==> src/rtl/core/lru_key_value_cache_macros.svh <==
// Assertion macros used by the cache RTL (included in lkvc_store).
// Needs nothing else; include it inside a module body.
`ifndef LRU_KEY_VALUE_CACHE_MACROS_SVH
`define LRU_KEY_VALUE_CACHE_MACROS_SVH

// The condition must hold at every clock edge once reset is released.
`define LKVC_ASSERT_HOLD(label, clk, rst, cond, msg) \
   label: assert property (@(posedge clk) disable iff (rst) (cond)) \
      else $error(msg);

// When the trigger holds, the condition must hold in the next cycle.
`define LKVC_ASSERT_NEXT(label, clk, rst, trig, cond, msg) \
   label: assert property (@(posedge clk) disable iff (rst) (trig) |=> (cond)) \
      else $error(msg);

`endif

==> src/rtl/core/lkvc_pkg.sv <==
// Shared types and constants for the LRU key-value cache.
// No dependencies; imported by every module of the cache.
package lkvc_pkg;

   // Field widths.
   localparam int DATA_W = 32;
   localparam int CAP_W  = 5;

   // Default slot count for the top-level parameter.
   localparam int MAX_ENTRIES_DEF = 16;

   // Capacity register value after reset.
   localparam logic [CAP_W-1:0] CAP_RESET = 5'd16;

   // Value returned on a get miss and on every put.
   localparam logic signed [DATA_W-1:0] MISS_VALUE = -32'sd1;

   // Request type codes.
   localparam logic REQ_GET = 1'b0;
   localparam logic REQ_PUT = 1'b1;

   // One result word.
   typedef struct packed {
      logic                     found;
      logic signed [DATA_W-1:0] read_value;
      logic                     evicted;
   } lkvc_result_type;

endpackage

==> src/rtl/core/lkvc_store.sv <==
// Slot storage, parallel key lookup and LRU age-rank update of the cache.
// Depends on lkvc_pkg and lru_key_value_cache_macros.svh.
module lkvc_store
   import lkvc_pkg::*;
#(
   parameter int MAX_ENTRIES = MAX_ENTRIES_DEF
) (
   input  logic                     clock,
   input  logic                     reset,
   input  logic                     op_en,
   input  logic                     op_type,
   input  logic signed [DATA_W-1:0] op_key,
   input  logic signed [DATA_W-1:0] op_value,
   input  logic                     cap_write,
   input  logic [CAP_W-1:0]         cap_data,
   output lkvc_result_type          result
);

   `include "lru_key_value_cache_macros.svh"

   localparam int RANK_W = (MAX_ENTRIES > 1) ? $clog2(MAX_ENTRIES) : 1;
   localparam int CNT_W  = $clog2(MAX_ENTRIES + 1);
   localparam int CMP_W  = (CNT_W > CAP_W) ? CNT_W : CAP_W;
   localparam logic [MAX_ENTRIES-1:0] ONE_VEC = MAX_ENTRIES'(1);

   // Slot state.
   logic [MAX_ENTRIES-1:0]   valid_ff, valid_in;
   logic [RANK_W-1:0]        rank_ff [MAX_ENTRIES];
   logic [RANK_W-1:0]        rank_in [MAX_ENTRIES];
   logic signed [DATA_W-1:0] key_ff  [MAX_ENTRIES];
   logic signed [DATA_W-1:0] value_ff[MAX_ENTRIES];
   logic [CNT_W-1:0]         live_ff, live_in;
   logic [CAP_W-1:0]         cap_ff;

   // Lookup signals.
   logic [MAX_ENTRIES-1:0]   match, hit_oh, free_vec, free_oh, lru_oh, tgt_oh;
   logic [MAX_ENTRIES-1:0]   key_wr, value_wr;
   logic                     hit_any, free_any, lru_any;
   logic                     is_put, at_cap, evict_en, insert_en;
   logic [RANK_W-1:0]        hit_rank, lru_rank;
   logic signed [DATA_W-1:0] hit_value;
   logic [CMP_W-1:0]         cap_ext, eff_cap, live_ext;

   // Effective capacity: zero acts as one, large values saturate.
   always_comb begin
      cap_ext  = CMP_W'(cap_ff);
      live_ext = CMP_W'(live_ff);
      if (cap_ext == '0) begin
         eff_cap = CMP_W'(1);
      end else if (cap_ext > CMP_W'(MAX_ENTRIES)) begin
         eff_cap = CMP_W'(MAX_ENTRIES);
      end else begin
         eff_cap = cap_ext;
      end
      at_cap = (live_ext >= eff_cap);
   end

   // Parallel compare, lowest free slot and least recent slot.
   always_comb begin
      lru_rank = RANK_W'(live_ff - CNT_W'(1));
      for (int i = 0; i < MAX_ENTRIES; i++) begin
         match[i]  = valid_ff[i] && (key_ff[i] == op_key);
         lru_oh[i] = valid_ff[i] && (rank_ff[i] == lru_rank);
      end
      hit_oh   = match & (~match + ONE_VEC);
      free_vec = ~valid_ff;
      free_oh  = free_vec & (~free_vec + ONE_VEC);
      hit_any  = |match;
      free_any = |free_vec;
      lru_any  = |lru_oh;
      hit_rank  = '0;
      hit_value = '0;
      for (int i = 0; i < MAX_ENTRIES; i++) begin
         hit_rank  = hit_rank | ({RANK_W{hit_oh[i]}} & rank_ff[i]);
         hit_value = hit_value | ({DATA_W{hit_oh[i]}} & value_ff[i]);
      end
   end

   // Replacement decision for a put of a new key.
   always_comb begin
      is_put    = (op_type == REQ_PUT);
      evict_en  = is_put && !hit_any && (at_cap || !free_any) && lru_any;
      tgt_oh    = evict_en ? lru_oh : free_oh;
      insert_en = is_put && !hit_any && (|tgt_oh);
   end

   // Next state of valid bits, ranks and live count; slot write enables.
   always_comb begin
      valid_in = valid_ff;
      live_in  = live_ff;
      key_wr   = '0;
      value_wr = '0;
      for (int i = 0; i < MAX_ENTRIES; i++) begin
         rank_in[i] = rank_ff[i];
      end
      if (cap_write) begin
         valid_in = '0;
         live_in  = '0;
         for (int i = 0; i < MAX_ENTRIES; i++) begin
            rank_in[i] = '0;
         end
      end else if (op_en && hit_any) begin
         // Promote the hit slot; younger slots age by one.
         for (int i = 0; i < MAX_ENTRIES; i++) begin
            if (hit_oh[i]) begin
               rank_in[i] = '0;
            end else if (valid_ff[i] && (rank_ff[i] < hit_rank)) begin
               rank_in[i] = RANK_W'(rank_ff[i] + 1'b1);
            end
         end
         if (is_put) begin
            value_wr = hit_oh;
         end
      end else if (op_en && insert_en) begin
         // Every surviving slot ages; the new key enters as most recent.
         for (int i = 0; i < MAX_ENTRIES; i++) begin
            if (tgt_oh[i]) begin
               rank_in[i]  = '0;
               valid_in[i] = 1'b1;
            end else if (valid_ff[i]) begin
               rank_in[i] = RANK_W'(rank_ff[i] + 1'b1);
            end
         end
         key_wr   = tgt_oh;
         value_wr = tgt_oh;
         if (!evict_en) begin
            live_in = CNT_W'(live_ff + 1'b1);
         end
      end
   end

   // Control state registers.
   always_ff @(posedge clock) begin
      if (reset) begin
         valid_ff <= '0;
         live_ff  <= '0;
         cap_ff   <= CAP_RESET;
         for (int i = 0; i < MAX_ENTRIES; i++) begin
            rank_ff[i] <= '0;
         end
      end else begin
         valid_ff <= valid_in;
         live_ff  <= live_in;
         if (cap_write) begin
            cap_ff <= cap_data;
         end
         for (int i = 0; i < MAX_ENTRIES; i++) begin
            rank_ff[i] <= rank_in[i];
         end
      end
   end

   // Key and value storage, written without reset.
   always_ff @(posedge clock) begin
      for (int i = 0; i < MAX_ENTRIES; i++) begin
         if (key_wr[i]) begin
            key_ff[i] <= op_key;
         end
         if (value_wr[i]) begin
            value_ff[i] <= op_value;
         end
      end
   end

   // Result word for the current request.
   always_comb begin
      result.found      = hit_any;
      result.read_value = (hit_any && !is_put) ? hit_value : MISS_VALUE;
      result.evicted    = evict_en;
   end

   `LKVC_ASSERT_HOLD(a_live_matches_valid, clock, reset, $countones(valid_ff) == int'(live_ff), "live count differs from valid slots")
   `LKVC_ASSERT_HOLD(a_key_unique, clock, reset, $onehot0(match), "key held in more than one slot")
   `LKVC_ASSERT_NEXT(a_evict_keeps_count, clock, reset, op_en && insert_en && evict_en, live_ff == $past(live_ff), "eviction changed the live count")
   `LKVC_ASSERT_NEXT(a_clear_empties, clock, reset, cap_write, (live_ff == '0) && (valid_ff == '0), "capacity write did not clear the store")

endmodule

==> src/rtl/core/lru_key_value_cache.sv <==
// Timing: a request is accepted into the input register, and its result word is captured in
// the output register once that is free, from which it drives the response ports.
// Throughput: one request per cycle while the response side does not stall, set by the
// slot lookup and rank update in lkvc_store; a stalled result holds the input register.
// Reset (synchronous, active high) empties the store, sets capacity to 16.
// Depends on lkvc_pkg and lkvc_store.
module lru_key_value_cache
   import lkvc_pkg::*;
#(
   parameter int MAX_ENTRIES = MAX_ENTRIES_DEF
) (
   input  logic                     clock,
   input  logic                     reset,
   // Request channel
   input  logic                     req_valid,
   output logic                     req_stall,
   input  logic                     req_type,
   input  logic signed [DATA_W-1:0] req_key,
   input  logic signed [DATA_W-1:0] req_value,
   // Response channel
   output logic                     rsp_valid,
   input  logic                     rsp_stall,
   output logic                     rsp_found,
   output logic signed [DATA_W-1:0] rsp_read_value,
   output logic                     rsp_evicted,
   // Capacity register write channel
   input  logic                     csr_valid,
   output logic                     csr_ready,
   input  logic [CAP_W-1:0]         csr_active_capacity
);

   logic                     in_valid_ff, in_valid_in;
   logic                     in_type_ff;
   logic signed [DATA_W-1:0] in_key_ff, in_value_ff;
   logic                     rsp_valid_ff, rsp_valid_in;
   lkvc_result_type          rsp_ff, op_result;
   logic                     out_free, process, req_take, cap_write;

   // Handshake: the held word is processed once the output register frees up.
   // Nothing is taken in while reset is asserted.
   always_comb begin
      out_free  = !rsp_valid_ff || !rsp_stall;
      process   = in_valid_ff && out_free;
      req_stall = reset || (in_valid_ff && !out_free);
      req_take  = req_valid && !req_stall;
      csr_ready = !reset && !in_valid_ff;
      cap_write = csr_valid && csr_ready;
   end

   // Valid flags of the input and output registers.
   always_comb begin
      in_valid_in  = req_take ? 1'b1 : (process ? 1'b0 : in_valid_ff);
      rsp_valid_in = process ? 1'b1 : (out_free ? 1'b0 : rsp_valid_ff);
   end

   always_ff @(posedge clock) begin
      if (reset) begin
         in_valid_ff  <= 1'b0;
         rsp_valid_ff <= 1'b0;
      end else begin
         in_valid_ff  <= in_valid_in;
         rsp_valid_ff <= rsp_valid_in;
      end
   end

   // Payload registers of both sides.
   always_ff @(posedge clock) begin
      if (req_take) begin
         in_type_ff  <= req_type;
         in_key_ff   <= req_key;
         in_value_ff <= req_value;
      end
      if (process) begin
         rsp_ff <= op_result;
      end
   end

   // Slot storage and lookup.
   lkvc_store #(
      .MAX_ENTRIES(MAX_ENTRIES)
   ) u_store (
      .clock     (clock),
      .reset     (reset),
      .op_en     (process),
      .op_type   (in_type_ff),
      .op_key    (in_key_ff),
      .op_value  (in_value_ff),
      .cap_write (cap_write),
      .cap_data  (csr_active_capacity),
      .result    (op_result)
   );

   // Response word.
   assign rsp_valid      = rsp_valid_ff;
   assign rsp_found      = rsp_ff.found;
   assign rsp_read_value = rsp_ff.read_value;
   assign rsp_evicted    = rsp_ff.evicted;

endmodule
==> config.mk <==
export PLATFORM = sky130hd
export DESIGN_NAME = lru_key_value_cache
export DESIGN_NICKNAME = d
export VERILOG_FILES = /design/src/rtl/core/lkvc_pkg.sv /design/src/rtl/core/lkvc_store.sv /design/src/rtl/core/lru_key_value_cache.sv
export VERILOG_INCLUDE_DIRS = /design/src /design/src/rtl/core
export SDC_FILE = /design/constraint.sdc
export NUM_CORES = 2
export LEC_CHECK = 0
export BUFFER_PORTS_ARGS = -buffer_cell sky130_fd_sc_hd__buf_2
export CAP_MARGIN = 20
export CORE_MARGIN = 3
export CORE_UTILIZATION = 35
export DETAILED_ROUTE_END_ITERATION = 7
export PLACE_DENSITY_LB_ADDON = 0.05
export SYNTH_ARGS = -nofsm -noshare
export SYNTH_HDL_FRONTEND = slang
export SYNTH_HIERARCHICAL = 1
export SYNTH_SLANG_ARGS = --single-unit
==> constraint.sdc <==
create_clock -name clock -period 12.2 [get_ports clock]
set_input_delay 3.05 -clock clock [delete_from_list [all_inputs] [get_ports clock]]
set_output_delay 3.05 -clock clock [all_outputs]
set_load 0.02 [all_outputs]
## Word-level counts from Yosys, hierarchy flattened

Memories as Yosys holds them, arrays and structs flattened.
Cells that the tools add are included.

| operators by class | value |
|---|---|
| eq/ne operators | 32 |
| muxes and demuxes | 163 |
| $add $sub $neg | 20 |
| reductions and logical operators | 97 |
| $lt $le $gt $ge | 18 |
| bitwise gates (word level) | 85 |

Operators by type and width:

| cell | number |
|---|---|
| $and A32 B32 Y32 | 16 |
| $eq A32 B32 Y1 | 16 |
| $or A32 B32 Y32 | 15 |
| $mux W4 | 80 |
| $mux W64 | 3 |
| $mux W16 | 7 |
| $mux W1 | 71 |
| $add A4 B1 Y4 const B | 16 |
| $and A4 B4 Y4 | 16 |
| $eq A4 B4 Y1 | 16 |
| $lt A4 B4 Y1 | 16 |
| $reduce_or A16 Y1 | 4 |
| $logic_and A1 B1 Y1 | 60 |
| $or A4 B4 Y4 | 15 |
| $reduce_and A3 Y1 | 17 |
| $not A16 Y16 | 3 |
| $add A16 B1 Y16 const B | 2 |
| $and A16 B16 Y16 | 2 |
| $or A1 B1 Y1 | 16 |
| $mux W5 | 2 |
| $logic_not A1 Y1 | 9 |
| $add A5 B1 Y5 const B | 1 |
| $ge A5 B5 Y1 | 1 |
| $gt A5 B5 Y1 const B | 1 |
| 6 further kinds | 10 |

| storage, ports and cells | value |
|---|---|
| logic and storage cells | 444 |
| output and inout bits | 37 |
| RAM bits | 1,088 |
| input port bits | 75 |
| memories kept | 3 |
| register bits | 127 |

Memory list:

| memory | depth | bits a word | rd ports | clocked after memory_dff | write ports | RTL line | RTL |
|---|---|---|---|---|---|---|---|
| u_store.key_ff | 16 | 32 | 16 | 0 | 16 | lkvc_store.sv:30 | `logic signed [DATA_W-1:0] key_ff [MAX_ENTRIES];` |
| u_store.value_ff | 16 | 32 | 16 | 0 | 16 | lkvc_store.sv:31 | `logic signed [DATA_W-1:0] value_ff[MAX_ENTRIES];` |
| u_store.rank_ff | 16 | 4 | 16 | 0 | 16 | lkvc_store.sv:28 | `logic [RANK_W-1:0] rank_ff [MAX_ENTRIES];` |

## Logic depth before layout (Yosys ltp)

| logic depth | value |
|---|---|
| depth in word-level cells | 28 |
| gate-level depth with buffers | 24 |
| depth with buffers taken out | 19 |

## Modules after synthesis

The synthesis kept the hierarchy.

Modules (own cells, without submodules):

| module | times used | area each (um^2) | cells each |
|---|---|---|---|
| lkvc_store | 1 | 50,888.8 | 3,779 |
| lru_key_value_cache | 1 | 3,067.9 | 111 |

## Worst setup path after synthesis

No wires, ideal clock.

| timing | value |
|---|---|
| path kind | in2reg |
| start point | input port rsp_stall |
| end point | memory u_store.value_ff[13][0] (netlist: u_store/value_ff[1][160]) (enable) |
| buffers on the path | 2 |
| path slack | 1.075 ns |
| stages on the path | 8 |
| arrival time | 10.698 ns |
| required time | 11.772 ns |
| cells stage by stage | a21boi_0 o31ai_1 nor4_1 clkbuf_1 nand2b_1 clkbuf_1 nor3_1 o21bai_1 |

RTL lines:

| item | RTL line | RTL |
|---|---|---|
| start, declared | lru_key_value_cache.sv:22 | `input logic rsp_stall,` |
| end, declared | lkvc_store.sv:31 |  |

==> run summary <==
For this run, design rule violations remaining after detail routing come to 0. After synthesis, the netlist uses 100 different library cells. The number of enable flip-flop cells after synthesis came out at about 1.1k. STA puts the critical path data arrival time at approximately 8000 ps. The class of the tightest hold or removal check is reg2reg. Synthesis produced a netlist whose cell count is just under 4k.

The number of detailed-routing iterations run before antenna repair is 6. The portion of total power attributed to combinational logic is between 2 and 3%. The startpoint class of the critical path is a register. The floorplan step defined a die boundary enclosing about 160000 µm². The final-layout worst hold slack came out at about 520 ps. The number of max-capacitance violations reported came out at 0. Setup repair after global routing left no endpoint under its margin. The final hold violation count is 0. Clock-pin slew was measured on the worst setup and hold paths at 60 ps. The final clock skew is about 33 ps. The net switching power figure came out at ~2.0 mW. The post-synthesis to final-layout area growth is 14.7%. The clock network power share came out at around 46%. Measured along the x axis, the die boundary spans 399 µm.

For this run, the number of Yosys warnings is 6. In this run the remaining antenna-violating nets after routing total 0. Clock latency on the worst-skew pair, taken at its later pin, is 780 ps.

The post-route netlist has a little over an eighth of its cells at a drive strength greater than 1. The power consumption is 8.98 mW. Pin placement for this block handled ~110 I/O pins. The via count of the first global-routing pass came out at around 34k. The maximum clock path buffer count came out at 3.

The average size of a mapped cell came out at roughly 14 µm². Row generation in the floorplan step produced roughly 140 rows. The total count of max-transition violations in the final report came to 0. The number of antenna violations at the first check in global routing is 8. The quantity of gates resized following cts is 0.

The post-synthesis sequential area ratio is 65.9%. The global routing usage summed across all routing layers came out at 22.0%. The worst setup slack for register-to-register paths is approximately 4800 ps.

The detailed placement HPWL is ~110000 µm. Input and output buffers added on the ports amount to about 110. Using the TritonRoute via totals, the vias-per-cell ratio works out to 5.53. The largest net degree at the start of global routing came out at 50. The congestion estimate from routability-driven global placement came to 0.901. Buffers added to address setup during post-CTS repair amount to 0. The total core area came out at between 150000 and 200000 µm². The count of final setup violators is 0. The highest clock rate came out at 0.135 GHz.

The layout net count is approximately 4.2k. When the netlist entered floorplanning its net count stood at roughly 4k. The post-detailed-route wirelength per cell is 28.5 µm. The largest fanout of any net on the critical path came out at 41. The first global-routing pass estimated between 200000 and 300000 µm of wire. The total via count in the routed design came out at between 30k and 40k. After detailed routing, the total wire length is about 180000 µm. The peak ir drop on the vdd network is a little under 0.0001 V. Counting stages on the worst path, the most repeated cell is sky130_fd_sc_hd__buf_4. The H-tree depth came out at 4. The die height is approximately 400 µm.

Dividing the final minimum period by the clock period gives 60.5%. The library cell used most frequently in the layout, excluding fill and tap cells, is sky130_fd_sc_hd__edfxtp_1. The transition at the pin with the smallest max-transition slack came out at 1180 ps.

The CTS root buffer is sky130_fd_sc_hd__clkbuf_16. The effective utilization at floorplan is 35.4%. The remaining max-slew budget at the tightest pin is between 20% and 30%.

The total clock buffers created by CTS came out at ~140. Walking the worst path, the cells encountered are buf_4 > buf_4 > xor2_1 > or4_1 > nor4_2 > nand3_2 > buf_4 > nand4_1 > or2_2 > nor2_4 > buf_4 > a222oi_1 > nand4_1 > nor2_1 > buf_4 > ha_1 > and2_1 > a31oi_1 > o21ai_0 > nand2_1 > o21ai_1 > or4_1 > a21oi_1. The proportion of register bits with asynchronous set or reset after synthesis came out at 0%.

The most used flip-flop cell after synthesis is sky130_fd_sc_hd__edfxtp_1. The classification of the worst setup path is reg2reg. Counting flops and latches in the post-synthesis netlist gives ~1.2k. The slowest stage of the critical path is the sky130_fd_sc_hd__nor2_1 cell. The accumulated negative setup slack is 0 ps. The number of buffers added to fix hold violations after cts is 0.

TritonCTS built the clock tree. The cell area power density came out at roughly 150 nW/µm². The relative contribution of sequential cells to total power is 51.0%.

The number of clock sinks is between 1k and 1.5k. The run finished with clean final reports. The minimum clock period came out at 7380 ps. The synthesized area is ~54000 µm². In this design, the stage delay of the slowest critical-path cell is between 600 and 700 ps. For this design the static power due to leakage is around 20 nW.

The cell-internal power came out at around 7 mW. STA classifies the critical path endpoint as a register. Of the total power, the share spent switching nets is roughly 22%.

For this run the aggregate overflow at the end of global routing stands at 0. Leaving out fill and tap cells, the most frequent cells in the layout are sky130_fd_sc_hd__edfxtp_1 (1123), sky130_fd_sc_hd__xnor2_1 (294), sky130_fd_sc_hd__xor2_1 (268). The iteration-0 DRC count of the detailed router came out at ~3.4k. The required time reported for the critical path endpoint came out at between 10000 and 15000 ps.
==> stage by stage <==
step / setup slack (ps) / cell area [µm²] / utilization, % / std cells
2_1_floorplan: 1070 / 54000 / - / 3890
3_3_place_gp: 5000 / 57300 / 37.6 / 5952
3_5_place_dp: 4990 / 57300 / 37.6 / 5952
4_1_cts: 4950 / 61800 / 40.5 / 6202
5_1_grt: 4520 / 61900 / 40.5 / 6203
6_report: 4820 / 61900 / 40.5 / 6206
==> sequential cells by signal, summed over array words and instances (netlist names), 5 cells and up <==
register / count
rsp_read_value: 32
u_store/value_ff: 512
u_store/valid_ff: 16
u_store/live_ext: 5
u_store/key_ff: 512
in_value_ff: 32
u_store/cap_ext: 5
in_key_ff: 32
u_store/rank_ff: 64
==> critical path: cells and delay by family, from the launching register on <==
kind,cells,cell delay (ps)
AO/OA/AOI/OAI,5,1010
XOR/XNOR,1,130
adder cells (fa/ha/maj),1,270
buffers and inverters,5,1740
flip-flops,1,310
AND/OR/NAND/NOR,11,3730
==> per-layer routing <==
metal	vias up	global-route usage (%)	wire [µm]
li1	15400	-	-
met1	17600	32.6	83900
met2	1084	33.7	79000
met3	229	3.51	10100
met4	2	5.51	3620
met5	-	0	13
==> cells by family (layout without fill, tap and decap cells) <==
logic type,Yosys count,in the layout,synth area share (%)
adder cells (fa/ha/maj),50,50,1.11
flip-flops,1215,1215,65.9
buffers and inverters,298,581,2.61
AND/OR/NAND/NOR,1106,1106,11.5
AO/OA/AOI/OAI,597,597,8.16
other,0,3,0
multiplexers,43,43,0.823
XOR/XNOR,581,581,9.93
==> cells in the mapped netlist (19+ instances only) <==
library cell,number,area [µm²]
sky130_fd_sc_hd__a21o_1,45,338
sky130_fd_sc_hd__a21oi_1,140,701
sky130_fd_sc_hd__a221oi_1,40,350
sky130_fd_sc_hd__a222oi_1,66,661
sky130_fd_sc_hd__a22oi_1,72,541
sky130_fd_sc_hd__and2_1,32,200
sky130_fd_sc_hd__and3_1,64,400
sky130_fd_sc_hd__buf_2,20,100
sky130_fd_sc_hd__buf_4,56,420
sky130_fd_sc_hd__clkbuf_1,115,432
sky130_fd_sc_hd__dfxtp_1,92,1840
sky130_fd_sc_hd__edfxtp_1,1123,33700
sky130_fd_sc_hd__ha_1,39,488
sky130_fd_sc_hd__inv_1,82,308
sky130_fd_sc_hd__mux2i_1,32,320
sky130_fd_sc_hd__nand2_1,154,578
sky130_fd_sc_hd__nand2b_1,45,282
sky130_fd_sc_hd__nand3_1,120,601
sky130_fd_sc_hd__nand4_1,173,1080
sky130_fd_sc_hd__nor2_1,169,634
sky130_fd_sc_hd__nor2b_1,19,119
sky130_fd_sc_hd__nor3_1,59,295
sky130_fd_sc_hd__nor4_1,117,732
sky130_fd_sc_hd__o21ai_0,45,225
sky130_fd_sc_hd__or3_1,28,175
sky130_fd_sc_hd__or4_1,33,248
sky130_fd_sc_hd__xnor2_1,294,2570
sky130_fd_sc_hd__xor2_1,268,2350
==> power by group through the flow <==
stage	registers, mW	clock network [mW]	logic (mW)
3_3_place_gp	4.67	0	0.266
2_1_floorplan	4.67	0	0.149
6_report	4.58	4.14	0.262
4_1_cts	4.58	4.27	0.266
5_1_grt	4.58	4.43	0.283
3_5_place_dp	4.67	0	0.265
==> cell type report <==
class	instances	area (µm²)
diodes	3	7.51
clock buffers	177	3760
fillers	14300	90800
repair buffers	249	1600
flip-flops and latches	1215	35600
well taps	2030	2540
multi-input cells	2377	17300
clock inverters	73	741
inverters	82	308
==> path summary, 6_finish.rpt <==
check,from,depth (start not counted),to
setup / recovery,in_key_ff[20],23,u_store/rank_ff[0][19]
hold / removal,u_store/cap_ext[0],2,u_store/cap_ext[0]
setup reg to reg,in_key_ff[20],23,u_store/rank_ff[0][19]
hold reg to reg,u_store/cap_ext[0],2,u_store/cap_ext[0]
Note: power is estimated with default switching activity, not from simulation.
